==> src/hdl/cfs_pkg.sv <==
// Shared types, codes and helpers for the command frame sanitizer.
package cfs_pkg;

  localparam int MaxFrameDef = 128;

  // Parse phases
  localparam logic [2:0] PhStart       = 3'd0;
  localparam logic [2:0] PhAddrFirst   = 3'd1;
  localparam logic [2:0] PhAddr        = 3'd2;
  localparam logic [2:0] PhPass        = 3'd3;
  localparam logic [2:0] PhFixed       = 3'd4;
  localparam logic [2:0] PhPlusOpen    = 3'd5;
  localparam logic [2:0] PhPlusClosed  = 3'd6;

  localparam logic [8:0] AddrBcast = 9'h1FF;
  localparam logic [12:0] AddrMax  = 13'd254;

  localparam logic [7:0] ChM     = 8'h6D;
  localparam logic [7:0] ChStar  = 8'h2A;
  localparam logic [7:0] ChH     = 8'h68;
  localparam logic [7:0] ChMinus = 8'h2D;
  localparam logic [7:0] ChPlus  = 8'h2B;
  localparam logic [7:0] ChLf    = 8'h0A;
  localparam logic [7:0] ChCr    = 8'h0D;
  localparam logic [7:0] ChZero  = 8'h30;
  localparam logic [7:0] ChNine  = 8'h39;

  localparam logic [1:0] StatusForwarded = 2'd0;
  localparam logic [1:0] StatusQuiet     = 2'd1;
  localparam logic [1:0] StatusEmpty     = 2'd2;
  localparam logic [1:0] StatusTooLong   = 2'd3;

  localparam logic [1:0] KindNone      = 2'd0;
  localparam logic [1:0] KindShowChar  = 2'd1;
  localparam logic [1:0] KindShowIndex = 2'd2;
  localparam logic [1:0] KindHome      = 2'd3;

  typedef struct packed {
    logic [7:0] data_byte;
    logic       raw_mode;
    logic       last_byte;
  } cfs_in_t;

  typedef struct packed {
    logic [1:0]  status;
    logic [7:0]  forward_length;
    logic [1:0]  motion_kind;
    logic [7:0]  module_address;
    logic        broadcast;
    logic [31:0] frames_sent;
  } cfs_out_t;

  // Fixed-width part of the per-frame parse state
  typedef struct packed {
    logic       raw;
    logic [2:0] phase;
    logic [8:0] addr;
    logic [7:0] cmd;
    logic       home_ok;
  } cfs_parse_t;

  function automatic logic is_digit(input logic [7:0] b);
    return (b >= ChZero) && (b <= ChNine);
  endfunction

  function automatic logic is_term(input logic [7:0] b);
    return (b == ChLf) || (b == ChCr);
  endfunction

endpackage

==> src/hdl/command_frame_sanitizer_core.sv <==
// Top level of the command frame sanitizer: input register, parse, result register.
// Accepts one frame byte per cycle with no bubbles while in_stall_o is low. The byte sits in
// an input register; the parse registers update from it, the verdict logic is combinational
// from it, and on a last byte the verdict lands in a result register. in_stall_o rises only
// when the byte in the input register is a last byte and the result register still holds a
// verdict that the consumer is stalling; non-final bytes keep flowing. quiet_time_enable is
// written through cfg_we_i/cfg_data_i; the user must do so only while no frame is in flight,
// which the block does not enforce. MAX_FRAME sets the longest frame that is forwarded.
module command_frame_sanitizer_core #(
  parameter int MAX_FRAME = cfs_pkg::MaxFrameDef
) (
  input  logic              clk_i,
  input  logic              rst_ni,
  input  logic              cfg_we_i,
  input  logic              cfg_data_i,
  input  logic              in_valid_i,
  output logic              in_stall_o,
  input  cfs_pkg::cfs_in_t  in_data_i,
  output logic              out_valid_o,
  input  logic              out_stall_i,
  output cfs_pkg::cfs_out_t out_data_o
);
  import cfs_pkg::*;

  localparam int CntW = $clog2(MAX_FRAME + 2);

  logic       quiet_q;
  logic       s1_valid_q, s1_valid_d;
  cfs_in_t    s1_q;
  logic       adv, commit, in_accept;
  logic       out_valid_q, out_valid_d;
  cfs_out_t   out_q, res;
  cfs_parse_t upd;
  logic [CntW-1:0] upd_count, upd_known, upd_term;

  assign adv        = s1_valid_q && (!s1_q.last_byte || !out_valid_q || !out_stall_i);
  assign commit     = adv && s1_q.last_byte;
  assign in_stall_o = s1_valid_q && !adv;
  assign in_accept  = in_valid_i && !in_stall_o;

  assign s1_valid_d  = in_accept ? 1'b1 : (adv ? 1'b0 : s1_valid_q);
  assign out_valid_d = commit ? 1'b1 : (out_valid_q && out_stall_i);

  cfs_frame #(.MAX_FRAME(MAX_FRAME), .CNT_W(CntW)) u_frame (
    .clk_i       (clk_i),
    .rst_ni      (rst_ni),
    .adv_i       (adv),
    .in_i        (s1_q),
    .upd_o       (upd),
    .upd_count_o (upd_count),
    .upd_known_o (upd_known),
    .upd_term_o  (upd_term)
  );

  cfs_verdict #(.MAX_FRAME(MAX_FRAME), .CNT_W(CntW)) u_verdict (
    .clk_i    (clk_i),
    .rst_ni   (rst_ni),
    .commit_i (commit),
    .quiet_i  (quiet_q),
    .parse_i  (upd),
    .count_i  (upd_count),
    .known_i  (upd_known),
    .term_i   (upd_term),
    .res_o    (res)
  );

  always_ff @(posedge clk_i or negedge rst_ni) begin
    if (!rst_ni) begin
      quiet_q     <= 1'b0;
      s1_valid_q  <= 1'b0;
      out_valid_q <= 1'b0;
    end else begin
      if (cfg_we_i) quiet_q <= cfg_data_i;
      s1_valid_q  <= s1_valid_d;
      out_valid_q <= out_valid_d;
    end
  end

  always_ff @(posedge clk_i) begin
    if (in_accept) s1_q <= in_data_i;
    if (commit) out_q <= res;
  end

  assign out_valid_o = out_valid_q;
  assign out_data_o  = out_q;

endmodule

==> src/hdl/cfs_frame.sv <==
// Per-frame parse registers and their byte-by-byte update.
module cfs_frame #(
  parameter int MAX_FRAME = cfs_pkg::MaxFrameDef,
  parameter int CNT_W     = $clog2(MAX_FRAME + 2)
) (
  input  logic                 clk_i,
  input  logic                 rst_ni,
  input  logic                 adv_i,
  input  cfs_pkg::cfs_in_t     in_i,
  output cfs_pkg::cfs_parse_t  upd_o,
  output logic [CNT_W-1:0]     upd_count_o,
  output logic [CNT_W-1:0]     upd_known_o,
  output logic [CNT_W-1:0]     upd_term_o
);
  import cfs_pkg::*;

  localparam logic [CNT_W-1:0] MaxCnt = CNT_W'(MAX_FRAME);

  cfs_parse_t       st_q, st_d, upd;
  logic [CNT_W-1:0] count_q, count_d, known_q, known_d, term_q, term_d;
  logic [CNT_W-1:0] count_u, known_u, term_u;
  logic [12:0]      acc_next;
  logic [7:0]       b;

  assign b        = in_i.data_byte;
  assign acc_next = ({4'd0, st_q.addr} << 3) + ({4'd0, st_q.addr} << 1) + {9'd0, b[3:0]};

  always_comb begin
    upd     = st_q;
    count_u = count_q;
    known_u = known_q;
    term_u  = term_q;
    if (count_q == '0) begin
      upd.raw = in_i.raw_mode;
    end
    if (count_q < MaxCnt) begin
      unique case (st_q.phase)
        PhStart: begin
          upd.phase = (b == ChM) ? PhAddrFirst : PhPass;
        end
        PhAddrFirst: begin
          if (b == ChStar) begin
            upd.addr  = AddrBcast;
            upd.phase = PhAddr;
          end else if (is_digit(b)) begin
            upd.addr  = {5'd0, b[3:0]};
            upd.phase = PhAddr;
          end else begin
            upd.phase = PhPass;
          end
        end
        PhAddr: begin
          if (st_q.addr != AddrBcast && is_digit(b)) begin
            if (acc_next > AddrMax) upd.phase = PhPass;
            else upd.addr = acc_next[8:0];
          end else begin
            // command byte
            upd.cmd = b;
            if (b == ChH) begin
              known_u     = count_q + CNT_W'(1);
              upd.home_ok = 1'b1;
              upd.phase   = PhFixed;
            end else if (b == ChMinus) begin
              known_u   = count_q + CNT_W'(2);
              upd.phase = PhFixed;
            end else if (b == ChPlus) begin
              known_u   = '0;
              upd.phase = PhPlusOpen;
            end else begin
              upd.phase = PhPass;
            end
          end
        end
        PhFixed: begin
          if (st_q.cmd == ChH && count_q == known_q) upd.home_ok = is_term(b);
        end
        PhPlusOpen: begin
          if (is_digit(b)) known_u = count_q + CNT_W'(1);
          else upd.phase = PhPlusClosed;
        end
        default: begin
        end
      endcase
      term_u = is_term(b) ? term_q + CNT_W'(1) : '0;
    end
    if (count_q <= MaxCnt) begin
      count_u = count_q + CNT_W'(1);
    end
  end

  always_comb begin
    st_d    = st_q;
    count_d = count_q;
    known_d = known_q;
    term_d  = term_q;
    if (adv_i) begin
      if (in_i.last_byte) begin
        st_d    = '{raw: 1'b0, phase: PhStart, addr: '0, cmd: '0, home_ok: 1'b0};
        count_d = '0;
        known_d = '0;
        term_d  = '0;
      end else begin
        st_d    = upd;
        count_d = count_u;
        known_d = known_u;
        term_d  = term_u;
      end
    end
  end

  always_ff @(posedge clk_i or negedge rst_ni) begin
    if (!rst_ni) begin
      st_q    <= '{raw: 1'b0, phase: PhStart, addr: '0, cmd: '0, home_ok: 1'b0};
      count_q <= '0;
      known_q <= '0;
      term_q  <= '0;
    end else begin
      st_q    <= st_d;
      count_q <= count_d;
      known_q <= known_d;
      term_q  <= term_d;
    end
  end

  assign upd_o       = upd;
  assign upd_count_o = count_u;
  assign upd_known_o = known_u;
  assign upd_term_o  = term_u;

endmodule

==> src/hdl/cfs_verdict.sv <==
// End-of-frame verdict logic and the forwarded-frame counter.
module cfs_verdict #(
  parameter int MAX_FRAME = cfs_pkg::MaxFrameDef,
  parameter int CNT_W     = $clog2(MAX_FRAME + 2)
) (
  input  logic                clk_i,
  input  logic                rst_ni,
  input  logic                commit_i,
  input  logic                quiet_i,
  input  cfs_pkg::cfs_parse_t parse_i,
  input  logic [CNT_W-1:0]    count_i,
  input  logic [CNT_W-1:0]    known_i,
  input  logic [CNT_W-1:0]    term_i,
  output cfs_pkg::cfs_out_t   res_o
);
  import cfs_pkg::*;

  localparam logic [CNT_W-1:0] MaxCnt = CNT_W'(MAX_FRAME);

  logic [31:0]      sent_q;
  logic [CNT_W-1:0] len, bare;
  logic             is_plus;
  cfs_out_t         res;

  assign is_plus = (parse_i.phase == PhPlusOpen) || (parse_i.phase == PhPlusClosed);
  assign len     = parse_i.raw ? count_i : count_i - term_i;

  always_comb begin
    res  = '0;
    bare = len;
    res.frames_sent = sent_q;
    priority if (count_i > MaxCnt) begin
      res.status = StatusTooLong;
    end else if (len == '0) begin
      res.status = StatusEmpty;
    end else begin
      if (!parse_i.raw) begin
        if (parse_i.phase == PhFixed) bare = (known_i < len) ? known_i : len;
        else if (is_plus && known_i != '0) bare = known_i;
      end
      if (parse_i.phase == PhFixed) begin
        if (parse_i.cmd == ChMinus) res.motion_kind = KindShowChar;
        else if (!parse_i.raw || parse_i.home_ok) res.motion_kind = KindHome;
      end else if (is_plus) begin
        res.motion_kind = KindShowIndex;
      end
      if (res.motion_kind != KindNone) begin
        if (parse_i.addr == AddrBcast) res.broadcast = 1'b1;
        else res.module_address = parse_i.addr[7:0];
      end
      if (quiet_i && res.motion_kind != KindNone) begin
        res.status = StatusQuiet;
      end else begin
        res.status         = StatusForwarded;
        res.forward_length = 8'(bare);
        res.frames_sent    = sent_q + 32'd1;
      end
    end
  end

  always_ff @(posedge clk_i or negedge rst_ni) begin
    if (!rst_ni) begin
      sent_q <= '0;
    end else if (commit_i) begin
      sent_q <= res.frames_sent;
    end
  end

  assign res_o = res;

endmodule

==> config.mk <==
export PLATFORM = sky130hd
export DESIGN_NAME = command_frame_sanitizer_core
export DESIGN_NICKNAME = d
export VERILOG_FILES = /design/src/hdl/cfs_pkg.sv /design/src/hdl/command_frame_sanitizer_core.sv /design/src/hdl/cfs_frame.sv /design/src/hdl/cfs_verdict.sv
export SDC_FILE = /design/constraint.sdc
export NUM_CORES = 1
export LEC_CHECK = 0
export ABC_AREA = 0
export BUFFER_PORTS_ARGS = -buffer_cell sky130_fd_sc_hd__buf_2
export CORE_ASPECT_RATIO = 1.1
export CORE_MARGIN = 2
export CORE_UTILIZATION = 40
export DETAILED_ROUTE_END_ITERATION = 8
export HOLD_SLACK_MARGIN = 0.12
export PLACE_DENSITY = 0.6
export SLEW_MARGIN = 20
export SYNTH_ARGS = -nofsm -noshare
export SYNTH_HDL_FRONTEND = slang
export SYNTH_SLANG_ARGS = --single-unit
==> constraint.sdc <==
create_clock -name clk_i -period 10.4 [get_ports clk_i]
set_input_delay 0.52 -clock clk_i [delete_from_list [all_inputs] [get_ports clk_i]]
set_output_delay 0.52 -clock clk_i [all_outputs]
set_load 0.01 [all_outputs]
==> metrics.csv <==
stage,metric,value,unit
clock_network,H-tree depth,4,
synthesis,"Top FF cell, synth",dfrtp_1,
global_routing,first-pass GRT wire length,39200,um
route,post-route ant nets,0,
setup_path,Worst Setup Start Kind,flop,
synthesis,Post-synth EDFFs,63,
synthesis,async set-reset flop share out of synthesis,0.563,
final_layout,Non-Filler Instances,1322,
setup_path,kind of critical path,reg -> reg,
clock_network,Root Driver,clkbuf_16,
place,Placed Instances,1289,
global_routing,initial antenna violation count,0,
timing,RSZ-0062 raised after global routing,no,
place,"worst slack, placed",4720,ps
timing,fin crit period,5820,ps
place,placer congestion estimate,0.909,
setup_path,Crit Reg-Reg Startpoint,u_frame.count_q[0],
clock_network,CTS tree,done,
clock_network,total clock sinks,144,
synthesis,Cell variety after synth,92,
final_layout,# diodes,0,
setup_path,Reg2Reg Capture Point,out_data_o[49],
worst_hold_path,hold endpoint,s1_q[2],
route,Post-Route WL,24100,um
pwr,VDD IR max,127,uV
synthesis,top-count cell post-synth,nand2_1,
clock_network,Post-CTS Hold Buffers,1,
synthesis,Mapped Nets,1016,
setup_path,reg2reg setup slack,4580,ps
clock_network,Clock transition at path regs,70,ps
final_layout,number of fill cells in the layout,2193,
die,Starting Density,0.405,
pwr,Lkg Pwr,0.00449,uW
die,Chip Height,163,um
pwr,PwrDens,173,nW/um2
global_routing,global route overflow,0,
setup_path,required time of the critical path,10590,ps
global_routing,Total GRT Usage,0.203,
die,io pins,71,
worst_hold_path,hold path depth,1,
synthesis,"Seq/Total Area, Yosys",0.424,
final_layout,footprint of the multi-input gates,4970,um2
route,drt first pass iters,5,
run,Max Cap Viol,0,
timing,Max Fclk,0.172,GHz
setup_path,"Arr. time, crit path",6010,ps
die,die area,24300,um2
worst_hold_path,Hold Path Class,in -> reg,
global_routing,vias in the first global route,7338,
synthesis,mapped cell area,9240,um2
synthesis,Syn Inst Count,961,
die,row count,58,
place,PortBufs,70,
clock_network,Max Root-Sink Buffers,2,
clock_network,post-CTS resize count,0,
global_routing,largest net degree at the start of global routing,69,
route,routed len/inst,18.3,um
place,DP Wirelength,17100,um
timing,setup violators final,0,
synthesis,"top cells by count, synth","109 x nand2_1, 81 x dfrtp_1, 70 x nor2_1",
synthesis,Yosys warning total,0,
timing,skew final,9.01,ps
synthesis,syn_area_per_cell,9.61,um2
final_layout,sequential cell area,3920,um2
final_layout,Nets,1064,
route,DR vias,7569,
route,drt drc,0,
route,Initial DRC Count,424,
die,Placeable Area,22800,um2
final_layout,"Area growth, synth to finish",12.9,%
synthesis,Synth top area share,0.219,
die,Die Wd,149,um
setup_path,Register-to-Register Path Depth,21,
timing,period utilization,0.560,
clock_network,cts bufs inserted,17,
final_layout,layout cells sized above 1,0.141,
route,vias per cell,5.73,
outcome,outcome,completed,
synthesis,Yosys top cell by area,dfrtp_1,
timing,Slew Limit Fails,0,
timing,final hold violations,0,
timing,total negative slack,0,ps
setup_path,Worst Path Max Fanout,15,
timing,Max-slew headroom,0.259,
final_layout,share of the core filled with cells,0.458,
timing,"Worst Setup Slack, final",4580,ps
timing,Least-Margin Pin Slew,1110,ps
worst_hold_path,Hold Crit Start,in_data_i[2],
clock_network,number of buffers added for setup after CTS,0,
setup_path,crit path capture type,flop,
synthesis,post-synthesis register bit count,144,
synthesis,"top cells by area, synth","dfrtp_1 22%, edfxtp_1 20%, xnor2_1 6.4%",
clock_network,clk_lat worst skew,430,ps
[registers in the layout, indices dropped and copies added (netlist names)]
| register | flops |
|---|---|
| quiet_q | 1 |
| u_frame.term_q | 8 |
| out_valid_o | 1 |
| u_frame.known_q | 8 |
| s1_q | 10 |
| u_verdict.sent_q | 32 |
| u_frame.count_q | 8 |
| s1_valid_q | 1 |
| out_data_o | 53 |
| u_frame.st_q | 22 |
[per-layer routing]
metal / up-vias / part of all wire / GRT usage
li1: 3640 / - / -
met1: 3696 / 0.46 / 0.275
met2: 196 / 0.48 / 0.332
met3: 37 / 0.043 / 0.0299
met4: 0 / 0.022 / 0.0740
met5: - / 0 / 0
[worst max path at each step]
stage | depth (start not counted) | from | end
after floorplan | 22 | u_frame.count_q[1] | out_data_o[46]
after global placement | 22 | u_frame.count_q[0] | out_data_o[49]
after detailed placement | 21 | u_frame.count_q[0] | out_data_o[49]
after CTS | 21 | u_frame.count_q[0] | out_data_o[49]
after global routing | 21 | u_frame.count_q[0] | out_data_o[49]
final | 21 | u_frame.count_q[0] | out_data_o[49]
[logic make-up after synthesis]
logic type / Yosys count / synth area share
buffers and inverters: 82 / 0.0374
XOR/XNOR: 90 / 0.0853
AND/OR/NAND/NOR: 365 / 0.205
adder cells (fa/ha/maj): 39 / 0.0553
multiplexers: 17 / 0.0202
flip-flops: 144 / 0.424
AO/OA/AOI/OAI: 224 / 0.172
[layout by cell type (no fill, tap or decap), drive strengths merged, types with 8 or more instances in the layout]
| master | count |
|---|---|
| and3 | 19 |
| clkbuf | 17 |
| ha | 36 |
| inv | 39 |
| dfrtp | 81 |
| xor2 | 22 |
| xnor2 | 68 |
| nor2b | 8 |
| a22o | 22 |
| o21ai | 51 |
| nand3 | 39 |
| a21oi | 39 |
| nand2 | 110 |
| nor3 | 16 |
| nand2b | 9 |
| nor4 | 16 |
| nand4 | 18 |
| buf | 80 |
| edfxtp | 63 |
| a21o | 20 |
| a31oi | 9 |
| and2 | 8 |
| nor2 | 72 |
| mux2i | 10 |
| a211oi | 11 |
[metrics by stage]
step / hold slack, ps / total power, uW / cell area [um2]
3_5_place_dp: 398 / 1160 / 9810
4_1_cts: 248 / 1810 / 10400
3_3_place_gp: 394 / 1160 / 9810
5_1_grt: 245 / 1890 / 10400
2_1_floorplan: 224 / 1040 / 9240
6_report: 265 / 1800 / 10400
[area by class of cell]
| class | count | share of cell area |
|---|---|---|
| tap | 300 | 0.0360 |
| clock inverter | 15 | 0.0180 |
| multi-input combinational | 735 | 0.477 |
| timing repair buffer | 81 | 0.0420 |
| sequential | 144 | 0.376 |
| inverter | 30 | 0.0108 |
| clock buffer | 17 | 0.0408 |
[worst max-delay path: stages (launching register included)]
cell and delay (ps):
dfrtp_1 550, inv_1 210, ha_1 160, or4b_4 480, o31ai_2 500, a21oi_1 190, nor2_1 320, ha_1 320
o21ai_0 90, a21oi_1 80, o41ai_1 360, o211a_1 220, o21ai_0 100, xnor2_1 330, ha_1 300, and4_1 220
a21oi_1 150, nand3_1 90, o32a_1 190, a21o_2 320, a21o_1 210, o32ai_1 190
[power by group]
part,switching [uW],internal (uW)
Combinational,275,177
Clock,280,366
Sequential,54.7,648
Total,609,1190
Power figures use the tool's default switching activity.
